--- config.mk ---
export PLATFORM = sky130hd
export DESIGN_NAME = per_channel_median_lowpass_filter
export DESIGN_NICKNAME = d
export VERILOG_FILES = /design/src/rtl/pcmlf_pkg.sv /design/src/rtl/pcmlf_ctrl.sv /design/src/rtl/pcmlf_datapath.sv /design/src/rtl/per_channel_median_lowpass_filter.sv
export VERILOG_INCLUDE_DIRS = /design/src /design/src/rtl
export SDC_FILE = /design/constraint.sdc
export NUM_CORES = 2
export LEC_CHECK = 0
export ABC_CLOCK_PERIOD_IN_PS = 9200
export BUFFER_PORTS_ARGS = -buffer_cell sky130_fd_sc_hd__buf_2
export CAP_MARGIN = 20
export CORE_UTILIZATION = 45
export DETAILED_ROUTE_END_ITERATION = 12
export SYNTH_ARGS = -nofsm -noshare
export SYNTH_HDL_FRONTEND = slang
export SYNTH_SLANG_ARGS = --single-unit
--- constraint.sdc ---
create_clock -name clock -period 9.2 [get_ports clock]
set_input_delay 1.38 -clock clock [delete_from_list [all_inputs] [get_ports clock]]
set_output_delay 1.38 -clock clock [all_outputs]
set_load 0.02 [all_outputs]
--- src/rtl/assert_macros.svh ---
// Assertion macros for the filter RTL.
// No dependencies; included by files that carry assertions.
`ifndef ASSERT_MACROS_SVH
`define ASSERT_MACROS_SVH

// Concurrent assertion on an explicit clock and reset.
`define ASSERT_AT(name, clk, rst, prop, msg) \
   name: assert property (@(posedge clk) disable iff (rst) (prop)) else $error(msg);

// Concurrent assertion on the module's clock and reset.
`define ASSERT_ALWAYS(name, prop, msg) \
   `ASSERT_AT(name, clock, reset, prop, msg)

`endif

--- src/rtl/pcmlf_pkg.sv ---
// Types and constants for the per-channel median and lowpass filter.
// No dependencies; used by the controller, the datapath and the top level.
package pcmlf_pkg;

   localparam int VALUE_W = 10;
   localparam int ACC_W = 18;
   localparam int SHIFT_W = 4;
   localparam int CHAN_W = 3;
   localparam int CSR_INDEX_W = 2;
   localparam int CSR_DATA_W = 4;

   localparam logic [CSR_INDEX_W-1:0] CSR_MEDIAN_ENABLE = 2'd0;
   localparam logic [CSR_INDEX_W-1:0] CSR_LOWPASS_ENABLE = 2'd1;
   localparam logic [CSR_INDEX_W-1:0] CSR_LOWPASS_SHIFT = 2'd2;

   localparam logic [SHIFT_W-1:0] SHIFT_MIN = 4'd1;
   localparam logic [SHIFT_W-1:0] SHIFT_MAX = 4'd8;
   localparam logic [SHIFT_W-1:0] SHIFT_RESET = 4'd6;

   typedef enum logic [2:0] {
      ST_IDLE,
      ST_PREP,
      ST_LOAD,
      ST_SEARCH,
      ST_FILTER,
      ST_FINISH
   } state_type;

   typedef struct packed {
      logic median_enable;
      logic lowpass_enable;
      logic [SHIFT_W-1:0] lowpass_shift;
   } cfg_type;

   typedef struct packed {
      logic accept;
      logic prep;
      logic load;
      logic search;
      logic filter;
      logic emit;
   } cmd_type;

   typedef struct packed {
      logic drop;
      logic use_median;
      logic load_done;
      logic found;
      logic out_free;
   } status_type;

endpackage

--- src/rtl/pcmlf_ctrl.sv ---
// Sequencing state machine for the filter: accept, window load, rank search,
// lowpass and result hand-off. Depends on pcmlf_pkg.
module pcmlf_ctrl import pcmlf_pkg::*; (
   input  logic       clock,
   input  logic       reset,
   input  logic       req_valid,
   output logic       req_stall,
   input  status_type status,
   output cmd_type    cmd
);

   state_type state_ff;
   state_type state_in;

   always_ff @(posedge clock) begin
      if (reset) begin
         state_ff <= ST_IDLE;
      end else begin
         state_ff <= state_in;
      end
   end

   always_comb begin
      state_in = state_ff;
      case (state_ff)
         ST_IDLE: begin
            if (req_valid) state_in = ST_PREP;
         end
         ST_PREP: begin
            if (status.drop) state_in = ST_FINISH;
            else if (status.use_median) state_in = ST_LOAD;
            else state_in = ST_FILTER;
         end
         ST_LOAD: begin
            if (status.load_done) state_in = ST_SEARCH;
         end
         ST_SEARCH: begin
            if (status.found) state_in = ST_FILTER;
         end
         ST_FILTER: begin
            state_in = ST_FINISH;
         end
         ST_FINISH: begin
            if (status.out_free) state_in = ST_IDLE;
         end
         default: begin
            state_in = ST_IDLE;
         end
      endcase
   end

   always_comb begin
      cmd = '0;
      req_stall = 1'b1;
      case (state_ff)
         ST_IDLE: begin
            req_stall = 1'b0;
            cmd.accept = req_valid;
         end
         ST_PREP:   cmd.prep = 1'b1;
         ST_LOAD:   cmd.load = 1'b1;
         ST_SEARCH: cmd.search = 1'b1;
         ST_FILTER: cmd.filter = 1'b1;
         ST_FINISH: cmd.emit = status.out_free;
         default: begin
            cmd = '0;
         end
      endcase
   end

endmodule

--- src/rtl/pcmlf_datapath.sv ---
// Datapath: input capture, per-channel window memory and state, rank search,
// exponential lowpass and output register. Depends on pcmlf_pkg.
`include "assert_macros.svh"
module pcmlf_datapath import pcmlf_pkg::*; #(
   parameter int CHANNELS = 6,
   parameter int WINDOW = 23
) (
   input  logic               clock,
   input  logic               reset,
   input  logic [CHAN_W-1:0]  req_channel,
   input  logic [VALUE_W-1:0] req_sample,
   input  logic               req_overrun,
   input  cfg_type            cfg,
   input  cmd_type            cmd,
   output status_type         status,
   input  logic               rsp_stall,
   output logic               rsp_valid,
   output logic [VALUE_W-1:0] rsp_filtered
);

   localparam int CH_W = (CHANNELS > 1) ? $clog2(CHANNELS) : 1;
   localparam int W_W = (WINDOW > 1) ? $clog2(WINDOW) : 1;
   localparam int N_W = $clog2(WINDOW + 1);
   localparam int DEPTH = CHANNELS * WINDOW;
   localparam int A_W = (DEPTH > 1) ? $clog2(DEPTH) : 1;

   // captured item
   logic [CH_W-1:0]    ch_ff;
   logic [VALUE_W-1:0] sample_ff;
   logic               drop_ff;

   // per-channel state
   logic [W_W-1:0]     pos_ff [CHANNELS];
   logic [N_W-1:0]     fill_ff [CHANNELS];
   logic [ACC_W-1:0]   acc_ff [CHANNELS];

   // window store
   logic [VALUE_W-1:0] mem [DEPTH];
   logic [VALUE_W-1:0] mem_q_ff;

   // per-item median context
   logic [A_W-1:0]     base_ff;
   logic [N_W-1:0]     n_ff;
   logic [N_W-1:0]     rank_ff;
   logic [N_W-1:0]     load_cnt_ff;
   logic               rd_v_ff;
   logic [W_W-1:0]     rd_slot_ff;
   logic [VALUE_W-1:0] win_ff [WINDOW];

   // rank search pipeline
   logic [W_W-1:0]     cand_ff;
   logic               flag_v_ff;
   logic [WINDOW-1:0]  gt_ff;
   logic [WINDOW-1:0]  ge_ff;
   logic [VALUE_W-1:0] cand_val_ff;
   logic [VALUE_W-1:0] median_ff;

   logic [VALUE_W-1:0] result_ff;
   logic               rsp_valid_ff;
   logic [VALUE_W-1:0] rsp_filtered_ff;

   logic [W_W-1:0]     pos_cur;
   logic [W_W-1:0]     pos_in;
   logic [N_W-1:0]     fill_cur;
   logic [N_W-1:0]     fill_in;
   logic [N_W:0]       rank_sum;
   logic [A_W-1:0]     base_in;
   logic [A_W-1:0]     wr_addr;
   logic [A_W-1:0]     rd_addr;
   logic               rd_en;
   logic               med_write;
   logic [VALUE_W-1:0] cand_val;
   logic [WINDOW-1:0]  gt_in;
   logic [WINDOW-1:0]  ge_in;
   logic [N_W-1:0]     above;
   logic [N_W-1:0]     at_or_above;
   logic               hit;
   logic [SHIFT_W-1:0] k_eff;
   logic [VALUE_W-1:0] x_sel;
   logic [ACC_W-1:0]   acc_cur;
   logic [ACC_W-1:0]   acc_in;
   logic [VALUE_W-1:0] lp_out;

   // ---- item capture ----
   always_ff @(posedge clock) begin
      if (cmd.accept) begin
         ch_ff <= CH_W'(req_channel);
         sample_ff <= (req_sample == '0) ? VALUE_W'(1) : req_sample;
         drop_ff <= req_overrun || (int'(req_channel) >= CHANNELS);
      end
   end

   // ---- window bookkeeping ----
   always_comb begin
      pos_cur = pos_ff[ch_ff];
      fill_cur = fill_ff[ch_ff];
      pos_in = (pos_cur == W_W'(WINDOW - 1)) ? '0 : pos_cur + W_W'(1);
      fill_in = (fill_cur < N_W'(WINDOW)) ? fill_cur + N_W'(1) : fill_cur;
      rank_sum = {1'b0, fill_in} + (N_W + 1)'(2);
      base_in = A_W'(int'(ch_ff) * WINDOW);
      wr_addr = base_in + A_W'(pos_cur);
      med_write = cmd.prep && !drop_ff && cfg.median_enable;
      rd_en = cmd.load && (load_cnt_ff < n_ff);
      rd_addr = base_ff + A_W'(load_cnt_ff);
   end

   always_ff @(posedge clock) begin
      if (med_write) begin
         mem[wr_addr] <= sample_ff;
      end
      if (rd_en) begin
         mem_q_ff <= mem[rd_addr];
      end
   end

   always_ff @(posedge clock) begin
      if (reset) begin
         for (int c = 0; c < CHANNELS; c++) begin
            pos_ff[c] <= '0;
            fill_ff[c] <= '0;
            acc_ff[c] <= '0;
         end
         rd_v_ff <= 1'b0;
         flag_v_ff <= 1'b0;
      end else begin
         if (med_write) begin
            pos_ff[ch_ff] <= pos_in;
            fill_ff[ch_ff] <= fill_in;
         end
         if (cmd.filter && cfg.lowpass_enable) begin
            acc_ff[ch_ff] <= acc_in;
         end
         rd_v_ff <= rd_en;
         flag_v_ff <= cmd.search;
      end
   end

   always_ff @(posedge clock) begin
      if (med_write) begin
         base_ff <= base_in;
         n_ff <= fill_in;
         rank_ff <= rank_sum[N_W:1];
         load_cnt_ff <= '0;
         cand_ff <= '0;
      end
      if (rd_en) begin
         rd_slot_ff <= load_cnt_ff[W_W-1:0];
         load_cnt_ff <= load_cnt_ff + N_W'(1);
      end
      if (rd_v_ff) begin
         win_ff[rd_slot_ff] <= mem_q_ff;
      end
      if (cmd.search) begin
         gt_ff <= gt_in;
         ge_ff <= ge_in;
         cand_val_ff <= cand_val;
         if ((N_W'(cand_ff) + N_W'(1)) < n_ff) begin
            cand_ff <= cand_ff + W_W'(1);
         end
         if (hit) begin
            median_ff <= cand_val_ff;
         end
      end
   end

   // ---- rank search: compare stage, then count stage ----
   always_comb begin
      cand_val = win_ff[cand_ff];
      for (int j = 0; j < WINDOW; j++) begin
         gt_in[j] = (N_W'(j) < n_ff) && (win_ff[j] > cand_val);
         ge_in[j] = (N_W'(j) < n_ff) && (win_ff[j] >= cand_val);
      end
   end

   always_comb begin
      above = '0;
      at_or_above = '0;
      for (int j = 0; j < WINDOW; j++) begin
         above = above + N_W'(gt_ff[j]);
         at_or_above = at_or_above + N_W'(ge_ff[j]);
      end
      hit = flag_v_ff && (above < rank_ff) && (rank_ff <= at_or_above);
   end

   // ---- lowpass ----
   always_comb begin
      if (cfg.lowpass_shift < SHIFT_MIN) k_eff = SHIFT_MIN;
      else if (cfg.lowpass_shift > SHIFT_MAX) k_eff = SHIFT_MAX;
      else k_eff = cfg.lowpass_shift;
      x_sel = cfg.median_enable ? median_ff : sample_ff;
      acc_cur = acc_ff[ch_ff];
      acc_in = acc_cur - (acc_cur >> k_eff) + ACC_W'(x_sel);
      lp_out = VALUE_W'(acc_in >> k_eff);
   end

   always_ff @(posedge clock) begin
      if (cmd.prep && drop_ff) begin
         result_ff <= '0;
      end else if (cmd.filter) begin
         result_ff <= cfg.lowpass_enable ? lp_out : x_sel;
      end
      if (cmd.emit) begin
         rsp_filtered_ff <= result_ff;
      end
   end

   // ---- output register ----
   always_ff @(posedge clock) begin
      if (reset) begin
         rsp_valid_ff <= 1'b0;
      end else if (cmd.emit) begin
         rsp_valid_ff <= 1'b1;
      end else if (!rsp_stall) begin
         rsp_valid_ff <= 1'b0;
      end
   end

   assign rsp_valid = rsp_valid_ff;
   assign rsp_filtered = rsp_filtered_ff;

   assign status.drop = drop_ff;
   assign status.use_median = cfg.median_enable;
   assign status.load_done = (load_cnt_ff == n_ff) && !rd_v_ff;
   assign status.found = hit;
   assign status.out_free = !rsp_valid_ff || !rsp_stall;

   `ASSERT_ALWAYS(a_load_range, cmd.load |-> (n_ff != '0) && (rank_ff <= n_ff) && (int'(n_ff) <= WINDOW), "window count or rank out of range")
   `ASSERT_ALWAYS(a_cand_range, cmd.search |-> (N_W'(cand_ff) < n_ff), "search candidate beyond held samples")
   `ASSERT_ALWAYS(a_emit_free, cmd.emit |-> (!rsp_valid_ff || !rsp_stall), "result overwrites a pending item")

endmodule

--- src/rtl/per_channel_median_lowpass_filter.sv ---
// Per-channel running median (window WINDOW) and exponential lowpass filter.
// Paths from accept to rsp_valid: a short one for overrun or bad channel, one with the
// median bypassed, and one with the median on whose length grows with n (samples held,
// max WINDOW), set by the single-port window memory load and the one-candidate-per-cycle
// rank search. One item in flight; the next is taken while a result waits.
// Synchronous reset clears channel state and config (median and lowpass on, shift 6).
module per_channel_median_lowpass_filter import pcmlf_pkg::*; #(
   parameter int CHANNELS = 6,
   parameter int WINDOW = 23
) (
   input  logic                   clock,
   input  logic                   reset,
   input  logic                   req_valid,
   output logic                   req_stall,
   input  logic [CHAN_W-1:0]      req_channel,
   input  logic [VALUE_W-1:0]     req_sample,
   input  logic                   req_overrun,
   output logic                   rsp_valid,
   input  logic                   rsp_stall,
   output logic [VALUE_W-1:0]     rsp_filtered,
   input  logic                   csr_write,
   input  logic [CSR_INDEX_W-1:0] csr_index,
   input  logic [CSR_DATA_W-1:0]  csr_data
);

   cfg_type    cfg_ff;
   cfg_type    cfg_in;
   cmd_type    cmd;
   status_type status;

   always_comb begin
      cfg_in = cfg_ff;
      if (csr_write) begin
         case (csr_index)
            CSR_MEDIAN_ENABLE:  cfg_in.median_enable = csr_data[0];
            CSR_LOWPASS_ENABLE: cfg_in.lowpass_enable = csr_data[0];
            CSR_LOWPASS_SHIFT:  cfg_in.lowpass_shift = csr_data[SHIFT_W-1:0];
            default: begin
               cfg_in = cfg_ff;
            end
         endcase
      end
   end

   always_ff @(posedge clock) begin
      if (reset) begin
         cfg_ff.median_enable <= 1'b1;
         cfg_ff.lowpass_enable <= 1'b1;
         cfg_ff.lowpass_shift <= SHIFT_RESET;
      end else begin
         cfg_ff <= cfg_in;
      end
   end

   pcmlf_ctrl u_ctrl (
      .clock     (clock),
      .reset     (reset),
      .req_valid (req_valid),
      .req_stall (req_stall),
      .status    (status),
      .cmd       (cmd)
   );

   pcmlf_datapath #(
      .CHANNELS (CHANNELS),
      .WINDOW   (WINDOW)
   ) u_datapath (
      .clock        (clock),
      .reset        (reset),
      .req_channel  (req_channel),
      .req_sample   (req_sample),
      .req_overrun  (req_overrun),
      .cfg          (cfg_ff),
      .cmd          (cmd),
      .status       (status),
      .rsp_stall    (rsp_stall),
      .rsp_valid    (rsp_valid),
      .rsp_filtered (rsp_filtered)
   );

endmodule
==> impl_metrics.yaml <==
outcome:
  status: "completed"
clock_tree:
  post_cts_buffers: 0
  ctsHoldBuffers: 0
  cts_resized: 0
  tritoncts: "yes"
  clk_path_buf_depth: 3
  clockRootBuffer: "clkbuf_16"
  cts_inserted_buffers: 216
  cts_max_level: 4
  clk-insertion-delay-late_ps: 870
  path_clk_slew_ps: 60
  cts_sinks: 2082
grt:
  grt_pass1_vias: 48700
  grt_pass1_wl_um: 338000
  grtUsageTotal_pct: 22.6
  grt_max_degree: 137
  antenna_found_initial: 6
  overflow: 0
floorplanning:
  die_area_mm2: 0.204
  io_pins: 37
  rows: 164
  die_x_um: 452
  initial_core_util_pct: 45.4
  die_height_um: 452
  core_area_mm2: 0.200
timing:
  min_period_ps: 6270
  tns_ps: 0
  grt_setup_unrepaired: "no"
  fin_crit_sh_pct: 68.2
  setup_viol: 0
  tightest_slew_ps: 1140
  finalHoldViolations: 0
  slew_viol_final: 0
  fin_skew_ps: 77.9
  relSlewSlack_pct: 24.0
  clock.fmax_ghz: 0.159
setup_path:
  required_ps: 9720
  critical_path_class: "reg -> reg"
  crit_path_max_fanout: 41
  worstSetupEndpointType: "register"
  crit_arrival_ps: 6790
  start_kind: "register"
finish:
  drive_gt1_share_pct: 19.4
  nets: 5708
  synthToLayoutAreaGrowth_pct: 11.9
power_and_ir_drop:
  switchingPower_mw: 7.87
  leakage_nw: 33.9
  clockPowerShare_pct: 33.6
  power_frac_seq_pct: 41.6
  switching_share_pct: 30.0
  power_frac_comb_pct: 24.8
  power_mw: 26.2
  power_density_mw_per_mm2: 257
  p_int_mw: 18.3
  peakVddDrop_v: 0.000191
yosys:
  synthXorXnorAreaFrac_pct: 0.451
  avgSynthCellArea_um2: 17.5
  ys_ff_latch: 2082
  synthDistinctLibCells: 87
  netlist_instances: 5191
  synth_ff_type: "edfxtp_1"
  synth_nets: 5575
  synth_compound_area_share_pct: 4.09
  ys_warn_count: 0
  synthSimpleGateAreaFrac_pct: 5.10
  synth_mux_area_share_pct: 14.9
  yosysSeqAreaShare_pct: 68.3
  synth_fa_ha_area_share_pct: 5.32
  syn_area_mm2: 0.0911
  synth_enable_flop_cells: 2052
  synth_top_family_by_area: "multiplexers"
  async_flop_share_pct: 0
detailed_routing:
  antenna_left: 0
  vias: 48200
  drtIter0Drc: 5058
  remaining_drc_errors: 0
  avgRoutedWirePerCell_um: 28.2
  wl_um: 230000
  vias_per_cell: 5.91
  drtPass1Iterations: 5
placement:
  dp_hpwl_um: 145000
  io_buffers: 36
  place_congestion: 0.883
run:
  maxCapViolations: 0
hold_path:
  min_path_type: "reg -> reg"
final timing paths:
kind | slack (ps) | start | endpoint | depth (start not counted)
worst max-delay path | 2930 | register | u_datapath.acc_ff[3][13] | 18
worst min-delay path | 410 | u_datapath.cand_val_ff[7] | u_datapath.median_ff[7] | 0
worst max register to register | 2930 | register | u_datapath.acc_ff[3][13] | 18
worst min register to register | 410 | u_datapath.cand_val_ff[7] | u_datapath.median_ff[7] | 0
per-layer routing:
metal | GRT usage (%) | routed length, µm
met1 | 32.6 | 100000
met2 | 36.1 | 110000
met3 | 3.15 | 13700
met4 | 6.23 | 6150
met5 | 0 | 0
cells by family after synthesis:
logic type                 after synthesis
adders and majority gates              359
AOI/OAI and AO/OA                      555
muxes                                  700
xor gates and xnor gates                46
DFF                                   2082
and+or+nand+nor                       1033
buffers and inverters                  416
registers in the layout, summed over array words and instances (netlist names), 6 cells and up, named ones only:
register / cells
u_datapath.mem: 1380
u_datapath.win_ff: 320
u_datapath.acc_ff: 144
u_datapath.fill_ff: 40
u_datapath.pos_ff: 40
u_datapath.ge_ff: 23
u_datapath.gt_ff: 23
u_datapath.cand_val_ff: 10
u_datapath.median_ff: 10
u_datapath.mem_q_ff: 10
u_datapath.result_ff: 10
u_datapath.rsp_filtered: 10
u_datapath.sample_ff: 10
u_datapath.base_ff: 8
cfg_ff: 6
power by group through the flow:
stage | clock network [mW] | logic (mW) | registers, mW
floorplan | 0 | 4.39 | 11.1
global route | 9.30 | 7.01 | 10.9
finish | 8.81 | 6.50 | 10.9
global placement | 0 | 6.45 | 11.1
detailed placement | 0 | 6.51 | 11.1
CTS | 8.96 | 6.54 | 10.9
critical path, cell delays in order, from the launching register on:
cell and delay (ps):
dfxtp_2 640, buf_4 610, mux4_2 410, mux2i_1 360, a21oi_1 190, mux2i_1 220
nand2_1 80, o21ai_0 80, a21oi_1 110, fa_1 560, inv_1 40, ha_1 430
a21oi_1 320, o22ai_1 150, a211oi_2 580, nor3_1 130, a311oi_1 610, nand2b_1 300
nor2_1 80
stage by stage:
stage	util [%]	hold WS, ps	cell area [µm²]	std cells	setup slack, ps
2_1_floorplan	-	400	91100	5191	3010
3_3_place_gp	47.2	409	94600	7748	2830
3_5_place_dp	47.2	407	94600	7753	2790
4_1_cts	50.8	404	102000	8151	2820
5_1_grt	50.8	422	102000	8160	2450
6_report	50.8	413	102000	8163	2930
cell usage in the layout (no fill, tap or decap), drive strengths merged, types with 24 or more instances in the layout:
cell	instances
xnor2	27
nor2	489
a211oi	36
nor2b	50
dfxtp	30
inv	192
clkinv	101
nand2	212
fa	47
o221ai	25
edfxtp	2052
mux2i	141
ha	312
clkbuf	260
nand3	58
o21a	32
bufinv	26
nand2b	25
buf	145
a21o	71
a21oi	141
nor3	56
o21ai	104
o22ai	24
mux2	41
mux4	518
nand4	47
layout make-up:
cell class              count  area, µm²
clock inverters           138       1520
diodes                      3       7.51
well taps                2656       3320
clock buffers             260       5610
multi-input cells        2693      27300
inverters                 186        698
flip-flops and latches   2082      62200
repair buffers            145       1130
fillers                 16200      98600
cell usage after synthesis (all sizes together) (16+ instances only):
library cell  number  area [µm²]
buf               92         469
inv              184         691
nand2            212         796
nand3             58         290
a31oi             19         119
and2              16         101
nor2             489        1840
nand4             47         294
clkbuf           138         518
nor3b             17         128
o22ai             24         150
mux4             518       11700
o21ai            104         521
a21oi            141         713
edfxtp          2052       61600
o21a              32         240
mux2i            141        1410
dfxtp             30         601
a21o              71         533
nor2b             50         320
a211oi            36         285
xor2              19         174
nor3              56         280
fa                47         941
and3              17         106
nand2b            25         156
xnor2             27         236
ha               312        3900
mux2              41         462
o221ai            25         219
No activity file was read; power rests on OpenSTA's default activity.
